==> config.mk <==
export PLATFORM = sky130hd
export DESIGN_NAME = morse_paddle_keyer_top
export DESIGN_NICKNAME = d
export VERILOG_FILES = /design/src/hdl/mpk_pkg.sv /design/src/hdl/morse_paddle_keyer_top.sv /design/src/hdl/mpk_cfg.sv /design/src/hdl/mpk_ctrl.sv /design/src/hdl/mpk_datapath.sv
export SDC_FILE = /design/constraint.sdc
export NUM_CORES = 1
export LEC_CHECK = 0
export BUFFER_PORTS_ARGS = -buffer_cell sky130_fd_sc_hd__clkbuf_2
export CAP_MARGIN = 20
export CORE_MARGIN = 2
export CORE_UTILIZATION = 47
export DETAILED_ROUTE_END_ITERATION = 10
export MAX_ROUTING_LAYER = met4
export PLACE_DENSITY = 0.7
export SLEW_MARGIN = 30
export SYNTH_ARGS = -nofsm -noshare
export SYNTH_HDL_FRONTEND = slang
export SYNTH_SLANG_ARGS = --single-unit
==> constraint.sdc <==
create_clock -name clk -period 4 [get_ports clk]
set_input_delay 0.2 -clock clk [delete_from_list [all_inputs] [get_ports clk]]
set_output_delay 0.2 -clock clk [all_outputs]
set_load 0.01 [all_outputs]
==> src/hdl/mpk_pkg.sv <==
// ----------------------------------------------------------------------------
// mpk_pkg
// Shared types and constants of the Morse paddle keyer: payload structs,
// configuration register map, reset values and state encodings.
// ----------------------------------------------------------------------------
package mpk_pkg;

    localparam int COUNT_WIDTH_DEFAULT = 14;

    // Width of a phase length before it is fitted into the counter.
    localparam int LEN_W = 14;

    localparam int APB_DATA_W = 32;
    localparam int APB_ADDR_W = 4;

    localparam int DIV_STEPS = 12;
    localparam int DIV_CNT_W = 4;

    // Register indexes.
    localparam logic [1:0] REG_UNIT_CONSTANT = 2'd0;
    localparam logic [1:0] REG_REPEAT_MS     = 2'd1;
    localparam logic [1:0] REG_WPM_MIN       = 2'd2;
    localparam logic [1:0] REG_WPM_MAX       = 2'd3;

    localparam logic [11:0] UNIT_CONSTANT_RESET = 12'd1200;
    localparam logic [9:0]  REPEAT_MS_RESET     = 10'd100;
    localparam logic [7:0]  WPM_MIN_RESET       = 8'd1;
    localparam logic [7:0]  WPM_MAX_RESET       = 8'd60;

    localparam logic [7:0]  SPEED_RESET = 8'd10;
    localparam logic [11:0] UNIT_RESET  = 12'd120;

    typedef struct packed {
        logic dot_pressed;
        logic dash_pressed;
        logic faster_pressed;
        logic slower_pressed;
    } tick_t;

    typedef struct packed {
        logic        key_down;
        logic [7:0]  words_per_minute;
        logic [11:0] unit_ms;
    } result_t;

    typedef struct packed {
        logic [11:0] unit_constant;
        logic [9:0]  repeat_ms;
        logic [7:0]  wpm_min;
        logic [7:0]  wpm_max;
    } cfg_t;

    typedef enum logic [2:0] {
        PH_IDLE      = 3'd0,
        PH_DOT_ON    = 3'd1,
        PH_DOT_OFF   = 3'd2,
        PH_DASH_ON   = 3'd3,
        PH_DASH_OFF  = 3'd4,
        PH_FAST_WAIT = 3'd5,
        PH_SLOW_WAIT = 3'd6
    } phase_t;

    typedef enum logic [2:0] {
        C_IDLE,
        C_DIV,
        C_START,
        C_RUN,
        C_DONE
    } ctrl_state_t;

    typedef struct packed {
        logic accept;
        logic div_step;
        logic do_start;
        logic do_run;
        logic load_out;
    } dp_cmd_t;

    typedef struct packed {
        logic phase_idle;
        logic div_last;
        logic out_free;
    } dp_status_t;

endpackage

==> src/hdl/morse_paddle_keyer_top.sv <==
// ----------------------------------------------------------------------------
// morse_paddle_keyer_top
// Iambic-style paddle keyer taking one button word per millisecond tick and
// returning the key line, speed and unit length for that tick.
// ----------------------------------------------------------------------------
//  Channel   Direction  Handshake            Word
//  tick      in         tick_valid/stall     tick_t   (four buttons)
//  result    out        result_valid/stall   result_t (key, wpm, unit)
//  config    in         APB psel/penable     four registers at 4*index
//
// A tick that finds the keyer idle passes through accept, the steps of the
// restoring unit divider, a start step, a phase step and the output load.
// Other ticks skip the divider and start step. The divider sets the worst case.
// A stalled result waits in the output register; the next tick is taken
// meanwhile and is held in its final step until that register frees up.
// Reset is asynchronous, active low, and needs no clearing pass.
// ----------------------------------------------------------------------------
module morse_paddle_keyer_top
    import mpk_pkg::*;
#(
    parameter int COUNT_WIDTH = COUNT_WIDTH_DEFAULT
)
(
    input  logic                  clk,
    input  logic                  rst_n,
    input  logic                  tick_valid,
    output logic                  tick_stall,
    input  tick_t                 tick,
    output logic                  result_valid,
    input  logic                  result_stall,
    output result_t               result,
    input  logic                  psel,
    input  logic                  penable,
    input  logic                  pwrite,
    input  logic [APB_ADDR_W-1:0] paddr,
    input  logic [APB_DATA_W-1:0] pwdata,
    output logic [APB_DATA_W-1:0] prdata,
    output logic                  pready
);

    cfg_t       cfg;
    dp_cmd_t    cmd;
    dp_status_t status;

    assign pready = 1'b1;

    mpk_cfg u_cfg
    (
        .clk     (clk),
        .rst_n   (rst_n),
        .psel    (psel),
        .penable (penable),
        .pwrite  (pwrite),
        .paddr   (paddr),
        .pwdata  (pwdata),
        .prdata  (prdata),
        .cfg     (cfg)
    );

    mpk_ctrl u_ctrl
    (
        .clk        (clk),
        .rst_n      (rst_n),
        .tick_valid (tick_valid),
        .tick_stall (tick_stall),
        .status     (status),
        .cmd        (cmd)
    );

    mpk_datapath #(
        .COUNT_WIDTH (COUNT_WIDTH)
    ) u_datapath
    (
        .clk          (clk),
        .rst_n        (rst_n),
        .cfg          (cfg),
        .tick         (tick),
        .result_valid (result_valid),
        .result_stall (result_stall),
        .result       (result),
        .cmd          (cmd),
        .status       (status)
    );

endmodule

==> src/hdl/mpk_cfg.sv <==
// ----------------------------------------------------------------------------
// mpk_cfg
// APB register block holding the four keyer configuration registers.
// ----------------------------------------------------------------------------
module mpk_cfg
    import mpk_pkg::*;
(
    input  logic                  clk,
    input  logic                  rst_n,
    input  logic                  psel,
    input  logic                  penable,
    input  logic                  pwrite,
    input  logic [APB_ADDR_W-1:0] paddr,
    input  logic [APB_DATA_W-1:0] pwdata,
    output logic [APB_DATA_W-1:0] prdata,
    output cfg_t                  cfg
);

    cfg_t       cfg_reg;
    logic [1:0] index;
    logic       wr_en;

    assign index = paddr[3:2];
    assign wr_en = psel && penable && pwrite;
    assign cfg   = cfg_reg;

    always_ff @(posedge clk or negedge rst_n)
    begin
        if (!rst_n)
        begin
            cfg_reg.unit_constant <= UNIT_CONSTANT_RESET;
            cfg_reg.repeat_ms     <= REPEAT_MS_RESET;
            cfg_reg.wpm_min       <= WPM_MIN_RESET;
            cfg_reg.wpm_max       <= WPM_MAX_RESET;
        end
        else if (wr_en)
        begin
            case (index)
                REG_UNIT_CONSTANT: cfg_reg.unit_constant <= pwdata[11:0];
                REG_REPEAT_MS:     cfg_reg.repeat_ms     <= pwdata[9:0];
                REG_WPM_MIN:       cfg_reg.wpm_min       <= pwdata[7:0];
                REG_WPM_MAX:       cfg_reg.wpm_max       <= pwdata[7:0];
                default:           ;
            endcase
        end
    end

    always_comb
    begin
        case (index)
            REG_UNIT_CONSTANT: prdata = APB_DATA_W'(cfg_reg.unit_constant);
            REG_REPEAT_MS:     prdata = APB_DATA_W'(cfg_reg.repeat_ms);
            REG_WPM_MIN:       prdata = APB_DATA_W'(cfg_reg.wpm_min);
            REG_WPM_MAX:       prdata = APB_DATA_W'(cfg_reg.wpm_max);
            default:           prdata = '0;
        endcase
    end

endmodule

==> src/hdl/mpk_ctrl.sv <==
// ----------------------------------------------------------------------------
// mpk_ctrl
// Sequencer for one tick: accept, optional unit division, idle start step,
// phase step, and hand-off to the output register.
// ----------------------------------------------------------------------------
module mpk_ctrl
    import mpk_pkg::*;
(
    input  logic       clk,
    input  logic       rst_n,
    input  logic       tick_valid,
    output logic       tick_stall,
    input  dp_status_t status,
    output dp_cmd_t    cmd
);

    ctrl_state_t state_reg;
    ctrl_state_t state_next;

    always_ff @(posedge clk or negedge rst_n)
    begin
        if (!rst_n)
            state_reg <= C_IDLE;
        else
            state_reg <= state_next;
    end

    always_comb
    begin
        state_next = state_reg;
        case (state_reg)
            C_IDLE:
            begin
                if (tick_valid)
                    state_next = status.phase_idle ? C_DIV : C_RUN;
            end
            C_DIV:
            begin
                if (status.div_last)
                    state_next = C_START;
            end
            C_START: state_next = C_RUN;
            C_RUN:   state_next = C_DONE;
            C_DONE:
            begin
                if (status.out_free)
                    state_next = C_IDLE;
            end
            default: state_next = C_IDLE;
        endcase
    end

    always_comb
    begin
        cmd        = '0;
        tick_stall = 1'b1;
        case (state_reg)
            C_IDLE:
            begin
                tick_stall = 1'b0;
                cmd.accept = tick_valid;
            end
            C_DIV:   cmd.div_step = 1'b1;
            C_START: cmd.do_start = 1'b1;
            C_RUN:   cmd.do_run   = 1'b1;
            C_DONE:  cmd.load_out = status.out_free;
            default: ;
        endcase
    end

endmodule

==> src/hdl/mpk_datapath.sv <==
// ----------------------------------------------------------------------------
// mpk_datapath
// Keyer state, restoring unit divider, phase timing and the output register.
// ----------------------------------------------------------------------------
module mpk_datapath
    import mpk_pkg::*;
#(
    parameter int COUNT_WIDTH = COUNT_WIDTH_DEFAULT
)
(
    input  logic       clk,
    input  logic       rst_n,
    input  cfg_t       cfg,
    input  tick_t      tick,
    output logic       result_valid,
    input  logic       result_stall,
    output result_t    result,
    input  dp_cmd_t    cmd,
    output dp_status_t status
);

    localparam int XW = (COUNT_WIDTH > LEN_W) ? COUNT_WIDTH : LEN_W;
    localparam logic [XW-1:0] CMAX_X = XW'({COUNT_WIDTH{1'b1}});

    tick_t                  btn_reg;
    phase_t                 phase_reg, phase_next;
    logic [COUNT_WIDTH-1:0] ms_left_reg, ms_left_next;
    logic [7:0]             speed_reg, speed_next;
    logic [11:0]            unit_len_reg, unit_len_next;
    logic                   key_reg, key_next;
    logic [11:0]            quot_reg;
    logic [7:0]             rem_reg;
    logic [DIV_CNT_W-1:0]   div_cnt_reg;
    result_t                out_reg;
    logic                   out_valid_reg;

    logic [7:0]             divisor;
    logic [8:0]             trial;
    logic                   trial_ge;
    logic [11:0]            eff_unit;
    logic [LEN_W-1:0]       unit_len1;
    logic [LEN_W-1:0]       unit_len3;
    logic [LEN_W-1:0]       repeat_len;
    logic [COUNT_WIDTH-1:0] ms_dec;

    // Fits a phase length into the counter: zero becomes one, overflow saturates.
    function automatic logic [COUNT_WIDTH-1:0] fit_len(input logic [LEN_W-1:0] len);
        logic [XW-1:0] lx;
        lx = XW'(len);
        if (lx == '0)
            lx = XW'(1);
        if (lx > CMAX_X)
            lx = CMAX_X;
        return COUNT_WIDTH'(lx);
    endfunction

    function automatic logic [7:0] speed_up(input logic [7:0] s, input logic [7:0] lim);
        logic [7:0] r;
        r = (s >= lim) ? lim : s + 8'd1;
        if (r == 8'd0)
            r = 8'd1;
        return r;
    endfunction

    function automatic logic [7:0] speed_down(input logic [7:0] s, input logic [7:0] lim);
        logic [7:0] r;
        r = (s <= lim) ? lim : s - 8'd1;
        if (r == 8'd0)
            r = 8'd1;
        return r;
    endfunction

    // One restoring division step per cycle; the quotient shifts in from the right.
    assign divisor  = (speed_reg == 8'd0) ? 8'd1 : speed_reg;
    assign trial    = {rem_reg, quot_reg[11]};
    assign trial_ge = trial >= {1'b0, divisor};

    always_ff @(posedge clk)
    begin
        if (cmd.accept)
        begin
            btn_reg  <= tick;
            quot_reg <= cfg.unit_constant;
            rem_reg  <= '0;
        end
        else if (cmd.div_step)
        begin
            quot_reg <= {quot_reg[10:0], trial_ge};
            rem_reg  <= trial_ge ? 8'(trial - {1'b0, divisor}) : trial[7:0];
        end
    end

    always_ff @(posedge clk or negedge rst_n)
    begin
        if (!rst_n)
            div_cnt_reg <= '0;
        else if (cmd.accept)
            div_cnt_reg <= '0;
        else if (cmd.div_step)
            div_cnt_reg <= div_cnt_reg + DIV_CNT_W'(1);
    end

    // In the start step the new unit comes straight from the divider.
    assign eff_unit   = cmd.do_start ? ((quot_reg == 12'd0) ? 12'd1 : quot_reg)
                                     : ((unit_len_reg == 12'd0) ? 12'd1 : unit_len_reg);
    assign unit_len1  = LEN_W'(eff_unit);
    assign unit_len3  = LEN_W'(eff_unit) + LEN_W'({eff_unit, 1'b0});
    assign repeat_len = LEN_W'(cfg.repeat_ms);
    assign ms_dec     = (ms_left_reg != '0) ? ms_left_reg - COUNT_WIDTH'(1) : ms_left_reg;

    always_comb
    begin
        phase_next    = phase_reg;
        ms_left_next  = ms_left_reg;
        speed_next    = speed_reg;
        unit_len_next = unit_len_reg;
        key_next      = key_reg;

        if (cmd.do_start)
        begin
            unit_len_next = quot_reg;
            if (btn_reg.dot_pressed)
            begin
                phase_next   = PH_DOT_ON;
                ms_left_next = fit_len(unit_len1);
            end
            else if (btn_reg.dash_pressed)
            begin
                phase_next   = PH_DASH_ON;
                ms_left_next = fit_len(unit_len3);
            end
            else if (btn_reg.faster_pressed)
            begin
                speed_next   = speed_up(speed_reg, cfg.wpm_max);
                phase_next   = PH_FAST_WAIT;
                ms_left_next = fit_len(repeat_len);
            end
            else if (btn_reg.slower_pressed)
            begin
                speed_next   = speed_down(speed_reg, cfg.wpm_min);
                phase_next   = PH_SLOW_WAIT;
                ms_left_next = fit_len(repeat_len);
            end
        end

        if (cmd.do_run)
        begin
            key_next     = (phase_reg == PH_DOT_ON) || (phase_reg == PH_DASH_ON);
            ms_left_next = ms_dec;
            if (phase_reg != PH_IDLE && ms_dec == '0)
            begin
                case (phase_reg)
                    PH_DOT_ON:
                    begin
                        phase_next   = PH_DOT_OFF;
                        ms_left_next = fit_len(unit_len1);
                    end
                    PH_DOT_OFF:
                    begin
                        if (btn_reg.dot_pressed)
                        begin
                            phase_next   = PH_DOT_ON;
                            ms_left_next = fit_len(unit_len1);
                        end
                        else
                            phase_next = PH_IDLE;
                    end
                    PH_DASH_ON:
                    begin
                        phase_next   = PH_DASH_OFF;
                        ms_left_next = fit_len(unit_len1);
                    end
                    PH_DASH_OFF:
                    begin
                        if (btn_reg.dash_pressed)
                        begin
                            phase_next   = PH_DASH_ON;
                            ms_left_next = fit_len(unit_len3);
                        end
                        else
                            phase_next = PH_IDLE;
                    end
                    PH_FAST_WAIT:
                    begin
                        if (btn_reg.faster_pressed)
                        begin
                            speed_next   = speed_up(speed_reg, cfg.wpm_max);
                            ms_left_next = fit_len(repeat_len);
                        end
                        else
                            phase_next = PH_IDLE;
                    end
                    PH_SLOW_WAIT:
                    begin
                        if (btn_reg.slower_pressed)
                        begin
                            speed_next   = speed_down(speed_reg, cfg.wpm_min);
                            ms_left_next = fit_len(repeat_len);
                        end
                        else
                            phase_next = PH_IDLE;
                    end
                    default: phase_next = PH_IDLE;
                endcase
            end
        end
    end

    always_ff @(posedge clk or negedge rst_n)
    begin
        if (!rst_n)
        begin
            phase_reg    <= PH_IDLE;
            ms_left_reg  <= '0;
            speed_reg    <= SPEED_RESET;
            unit_len_reg <= UNIT_RESET;
            key_reg      <= 1'b0;
        end
        else
        begin
            phase_reg    <= phase_next;
            ms_left_reg  <= ms_left_next;
            speed_reg    <= speed_next;
            unit_len_reg <= unit_len_next;
            key_reg      <= key_next;
        end
    end

    // Output register: a finished word waits here while the next tick is taken.
    always_ff @(posedge clk or negedge rst_n)
    begin
        if (!rst_n)
            out_valid_reg <= 1'b0;
        else if (cmd.load_out)
            out_valid_reg <= 1'b1;
        else if (!result_stall)
            out_valid_reg <= 1'b0;
    end

    always_ff @(posedge clk)
    begin
        if (cmd.load_out)
        begin
            out_reg.key_down         <= key_reg;
            out_reg.words_per_minute <= speed_reg;
            out_reg.unit_ms          <= unit_len_reg;
        end
    end

    assign result_valid      = out_valid_reg;
    assign result            = out_reg;
    assign status.phase_idle = (phase_reg == PH_IDLE);
    assign status.div_last   = (div_cnt_reg == DIV_CNT_W'(DIV_STEPS - 1));
    assign status.out_free   = !out_valid_reg || !result_stall;

endmodule
==> results of run 1 <==
==> logic make-up after synthesis <==
kind of cell,Yosys count
adder cells (fa/ha/maj),48
multiplexers,67
AO/OA/AOI/OAI,232
other,2
flip-flops,129
XOR/XNOR,29
buffers and inverters,120
AND/OR/NAND/NOR,355
==> cells in the final DEF, fill, tap and decap left out, types with 6 or more instances in the layout <==
cell | netlist | routed
nor3b_1 | 6 | 6
dfstp_2 | 18 | 18
o22a_1 | 8 | 8
xor2_1 | 8 | 8
dlygate4sd3_1 | 0 | 7
o21ai_0 | 59 | 59
clkbuf_16 | 0 | 19
nand3_1 | 21 | 21
a221o_1 | 8 | 8
or3_1 | 9 | 9
clkbuf_2 | 0 | 58
o221ai_1 | 11 | 11
mux2_2 | 32 | 32
a211oi_1 | 11 | 9
inv_1 | 50 | 50
nor3_1 | 28 | 28
nand2_1 | 149 | 148
dfxtp_1 | 8 | 8
nor4_1 | 15 | 15
ha_1 | 46 | 45
nor2b_1 | 9 | 9
dfrtp_1 | 66 | 66
a21o_1 | 8 | 8
a21oi_1 | 48 | 47
o22ai_1 | 10 | 10
buf_4 | 21 | 31
nor2_1 | 70 | 69
a31oi_1 | 8 | 8
edfxtp_1 | 37 | 37
mux4_2 | 8 | 8
mux2i_1 | 27 | 27
a22oi_1 | 12 | 12
conb_1 | 2 | 21
nand2b_1 | 13 | 13
xnor2_1 | 21 | 21
nand4_1 | 8 | 8
==> metal layers <==
metal	vias to the layer above	global-route usage (%)
met5	-	-
met4	0	11.6
met3	74	4.76
met2	367	41.2
met1	3840	34.5
li1	3664	-
==> area by class of cell <==
type / instances / area [um^2] / area share (%)
antenna: 1 / 2.50 / 0.0247
sequential: 129 / 3400 / 33.5
timing repair buffer: 96 / 593 / 5.85
clock inverter: 8 / 109 / 1.07
tap: 234 / 293 / 2.89
multi-input combinational: 752 / 5000 / 49.4
clock buffer: 24 / 544 / 5.37
inverter: 52 / 195 / 1.93
==> metrics by stage <==
stage / worst slack, ns / power, mW / std cells / util (%) / hold WS, ns
2_1_floorplan: 0.00137 / 5.90 / 1001 / - / -0.0956
3_3_place_gp: 0.183 / 7.25 / 1255 / 50.6 / 0.258
3_5_place_dp: 0.103 / 7.36 / 1255 / 50.6 / 0.261
4_1_cts: 0.0680 / 9.10 / 1294 / 54.4 / 0.00576
5_1_grt: 0.00627 / 9.87 / 1295 / 54.5 / 0.0343
6_report: 0.204 / 9.21 / 1296 / 54.6 / 0.0152
==> worst paths after layout <==
check | endpoint | slack (ns) | cells past startpoint
worst max-delay path | u_datapath.speed_reg[4] | 0.20 | 11
worst min-delay path | u_datapath.result_valid | 0.02 | 3
worst max register to register | u_datapath.speed_reg[4] | 0.20 | 11
worst min register to register | u_datapath.rem_reg[7] | 0.46 | 2
max in group asynchronous | u_datapath.unit_len_reg[6] | 2.71 | 3
min in group asynchronous | u_cfg.cfg[13] | 0.32 | 2
==> critical path: stages, from the launching register on <==
cell and delay [ns]:
dfrtp_1 0.45, inv_1 0.08, ha_1 0.23, or3b_1 0.52, nor4b_1 0.42, mux2i_1 0.33, nand3_1 0.10, or4_4 0.47
or3_4 0.44, nand2b_1 0.31, o221ai_1 0.13, o21ai_0 0.16
==> power by group through the flow <==
stage	combinational, mW	sequential [mW]	clock, mW
finish	5.02	2.49	1.70
global route	5.55	2.55	1.77
CTS	4.91	2.47	1.72
detailed placement	4.87	2.49	0
global placement	4.77	2.48	0
floorplan	3.63	2.26	0
==> what timing repair did <==
action,in CTS,in global routing
hold buffers,7,0
setup endpoints to repair,0,2
resized for setup,0,4
hold endpoints to repair,42,0
buffers inserted,0,1
==> results.cfg, run 1 <==
[power_and_ir_drop]
p_int_mw = 5.10
power.density_nw_per_um2 = 909
p_leak_nw = 4.39
p_sw_mw = 4.11
seqPwrFrac_pct = 27.1
p_comb_share_pct = 54.5
p_sw_share_pct = 44.6
peakVddDrop_mv = 0.400
pwr-share-clk_pct = 18.4

[timing]
report.final.slew_viol_count = 0
hold_viol = 0
rsz0062_at_grt = false
max_freq_mhz = 263
fin_tns_setup_ns = 0
period_share_pct = 94.9
setup_viol = 0
period_minus_slack_ns = 3.80
maxSlewHeadroom_pct = 43.6
finalClockSkew_ns = 0.0127
worstMarginPinSlew_ns = 0.845

[synth]
synth_compound_area_share_pct = 17.4
ys_warn_count = 0
synthSimpleGateAreaFrac_pct = 19.0
synth_edf_count = 37
syn_area_per_cell_um2 = 8.99
synth_top_family_by_area = simple AND/OR/NAND/NOR gates
ys_types = 78
synth_seq_cells = 129
muxShareOfSynthArea_pct = 9.19
synth_area_um2 = 8820
synth-xor-area-share_pct = 2.88
synth_seq_area_share_pct = 38.5
synth_cells = 982
synth_ff_type = dfrtp_1
yosysMostFrequentCell = nand2_1
synth_area_leader_cell = dfrtp_1
async_flop_share_pct = 65.1
synthAdderAreaFrac_pct = 6.98
synth_top_area_share_pct = 18.7
synthTopCellsByCount = nand2_1 (149), nor2_1 (70), dfrtp_1 (66)
synth_area_leaders = dfrtp_1 (19%), edfxtp_1 (13%), ha_1 (6.5%)

[placement]
post_dp_cell_area_um2 = 9390
gp_congestion = 1.01
dp_hpwl_um = 18200
io_buffers = 59

[worst_setup_path]
cp.required_ns = 4.28
arrival_ns = 4.08
worstPathMaxFanout = 14
crit_start = u_datapath.ms_left_reg[1]
start_kind = flip-flop
reg2reg_from = u_datapath.ms_left_reg[1]
cp-end-kind = flip-flop
worstSetupPathType = reg2reg

[grt]
grt_pass1_wl_um = 40300
grt_max_degree = 48
antenna_found_initial = 0
grtUsageTotal_pct = 26.6
overflow = 0
grt_pass1_vias = 7605

[drt]
initialDrtViolationCount = 753
top_layer = met4
wl_met2_um = 11700
num_vias = 7945
wl_met3_um = 1670
wl_um = 25200
wl_met1_um = 10700
vias_per_cell = 6.13
routedWlPerCell_um = 19.4
final_antenna_net_count = 0
drcViolationCount = 0
first_pass_iters = 6

[clocking]
clock-sinks = 129
cts_tree = built
root_buffer = clkbuf_16
clkLatencyLatePin_ns = 0.43
clock_path_buffers = 2
cts.clk_slew.worst_paths_ns = 0.06
cts_made_buffers = 17
ctsHtreeMaxLevel = 4

[final_layout]
stdcell_area_um2 = 10100
drive_above_1_share_pct = 18.8
nets = 1143
syn2layout_area_growth_pct = 14.9
n_fill_cell = 1674
largest_register_ffs = 38

[die]
dieWidth_um = 141
start_util_pct = 47.5
die_area_um2 = 19900
placementRows = 50
die_y_um = 141
io_pins = 103
core_um2 = 18600

[run_status]
status = completed

[worst_hold_path]
min_path_type = in2reg
hold_start = result_stall

[run]
cap_violations = 0
No activity file was read; power rests on OpenSTA's default activity.
==> run 2, diff against run 1 <==
CORE_UTILIZATION = 48   (was 47)
GPL_TIMING_DRIVEN = 0   (was unset)
PLACE_DENSITY = 0.71   (was 0.7)
REMOVE_ABC_BUFFERS = 1   (was unset)
==> results.cfg, run 2 (synthesis results as in run 1) <==
[final_layout]
diodes = 0
most-common-layout-cells = nand2_1 (146), nor2_1 (68), dfrtp_1 (62)
final_common_cell = nand2_1
largest_register_ffs = 38
nets = 1135
drive_above_1_share_pct = 19.7
syn2layout_area_growth_pct = 15.1
n_fill_cell = 1645
fin_cells = 1282

[placement]
gp_congestion = 0.948
dp_hpwl_um = 17300
dp_cells = 1224
io_buffers = 59

[worst_hold_path]
min_to = u_cfg.cfg[35]
whs_path_depth = 2
min_path_type = in2reg
hold_start = pwdata[9]

[die]
die_area_um2 = 19500
core_um2 = 18000
dieWidth_um = 140
placementRows = 49
start_util_pct = 49.0
die_y_um = 140
io_pins = 103

[timing]
period_share_pct = 98.9
hold_viol = 0
worstMarginPinSlew_ns = 1.05
max_freq_mhz = 253
fin_tns_setup_ns = 0
rsz0062_at_grt = true
setup_viol = 0
maxSlewHeadroom_pct = 29.8
period_minus_slack_ns = 3.96
finalClockSkew_ns = 0.00790
report.final.slew_viol_count = 0

[grt]
grtUsageTotal_pct = 25.7
overflow = 0
antenna_found_initial = 0
grt_pass1_vias = 7206
grt_max_degree = 67
grt_pass1_wl_um = 38500

[power_and_ir_drop]
p_leak_nw = 4.34
power.density_nw_per_um2 = 890
peakVddDrop_mv = 0.425

[worst_setup_path]
start_kind = flip-flop
reg2reg_from = u_ctrl.state_reg[0]
r2r_end = u_datapath.ms_left_reg[0]
cp.required_ns = 4.36
worstPathMaxFanout = 6
worstSetupPathType = reg2reg
arrival_ns = 4.31
cp-end-kind = flip-flop
r2r_setup_slack_ns = 0.04
r2r_cells = 14

[drt]
final_antenna_net_count = 0
vias_per_cell = 6.08
initialDrtViolationCount = 720
first_pass_iters = 7
routedWlPerCell_um = 19.0
drcViolationCount = 0
wl_um = 24300
num_vias = 7793

[clocking]
root_buffer = clkbuf_16
clock_path_buffers = 2
cts_made_buffers = 17
clkLatencyLatePin_ns = 0.43
cts_tree = built
cts.clk_slew.worst_paths_ns = 0.06
clock-sinks = 129
ctsHtreeMaxLevel = 4

[run]
cap_violations = 0

[run_status]
status = completed
## run 2: worst max-delay path by stage
| stage | from | endpoint | slack, ns | cells past startpoint |
|---|---|---|---|---|
| 2_1_floorplan | u_ctrl.state_reg[2] | u_datapath.ms_left_reg[0] | 0.02 | 14 |
| 3_3_place_gp | u_ctrl.state_reg[2] | u_datapath.ms_left_reg[0] | -0.71 | 13 |
| 3_5_place_dp | u_ctrl.state_reg[2] | u_datapath.ms_left_reg[0] | -0.68 | 14 |
| 4_1_cts | u_ctrl.state_reg[0] | u_datapath.ms_left_reg[0] | 0.003 | 14 |
| 5_1_grt | u_ctrl.state_reg[0] | u_datapath.ms_left_reg[0] | -0.05 | 14 |
| 6_report | u_ctrl.state_reg[0] | u_datapath.ms_left_reg[0] | 0.04 | 14 |
## run 2: final cells by class
cell class | instances | area, um^2 | share of cell area [%]
Multi-Input combinational cell | 753 | 5120 | 50.4
Sequential cell | 129 | 3400 | 33.5
Tap cell | 229 | 287 | 2.82
Clock inverter | 12 | 121 | 1.19
Inverter | 52 | 195 | 1.92
Clock buffer | 20 | 458 | 4.51
Timing Repair Buffer | 87 | 579 | 5.70
## run 2: metrics by stage
step	util [%]	power, mW	setup slack, ns	hold slack, ns	instance area (um^2)
after floorplan	-	5.77	0.0224	-0.0956	8560
after detailed placement	51.2	7.03	-0.675	0.0797	9230
after CTS	55.1	8.71	0.00280	0.0144	9940
after global placement	50.7	6.89	-0.714	0.385	9140
final	56.4	9.04	0.0446	0.0205	10200
after global routing	56.4	9.72	-0.0542	0.00863	10200
## run 2: routing by layer
metal	track usage, %	up-vias	share of wire, %
met2	39.2	305	47
met4	11.3	0	3.4
met1	34.0	3785	43
li1	-	3651	-
met5	-	-	0
met3	4.34	52	6.3
## run 2: power breakdown
| group | switching (mW) | total [mW] | internal (mW) |
|---|---|---|---|
| combinational | 2.80 | 4.86 | 2.06 |
| clock | 0.643 | 1.55 | 0.905 |
| sequential | 0.700 | 2.64 | 1.94 |
## run 2: critical path, stage by stage (launching register included)
cell and delay [ns]:
dfrtp_2 0.45, or3b_4 0.44, nor2_2 0.13, a22oi_2 0.12, ha_4 0.20, fa_2 0.43, a211oi_4 0.34, nor2_2 0.10
xor2_2 0.19, nor3_1 0.17, or4bb_4 0.56, or4_4 0.49, nand2_2 0.09, a21oi_1 0.04, nor2_1 0.13
## run 2: repair_timing
action | CTS | global route
gates cloned | 1 | 0
endpoints found under the hold margin | 72 | 0
hold buffers | 6 | 0
gates resized for setup | 11 | 20
setup endpoints to repair | 14 | 14
setup buffers | 2 | 17
pin swaps | 2 | 10
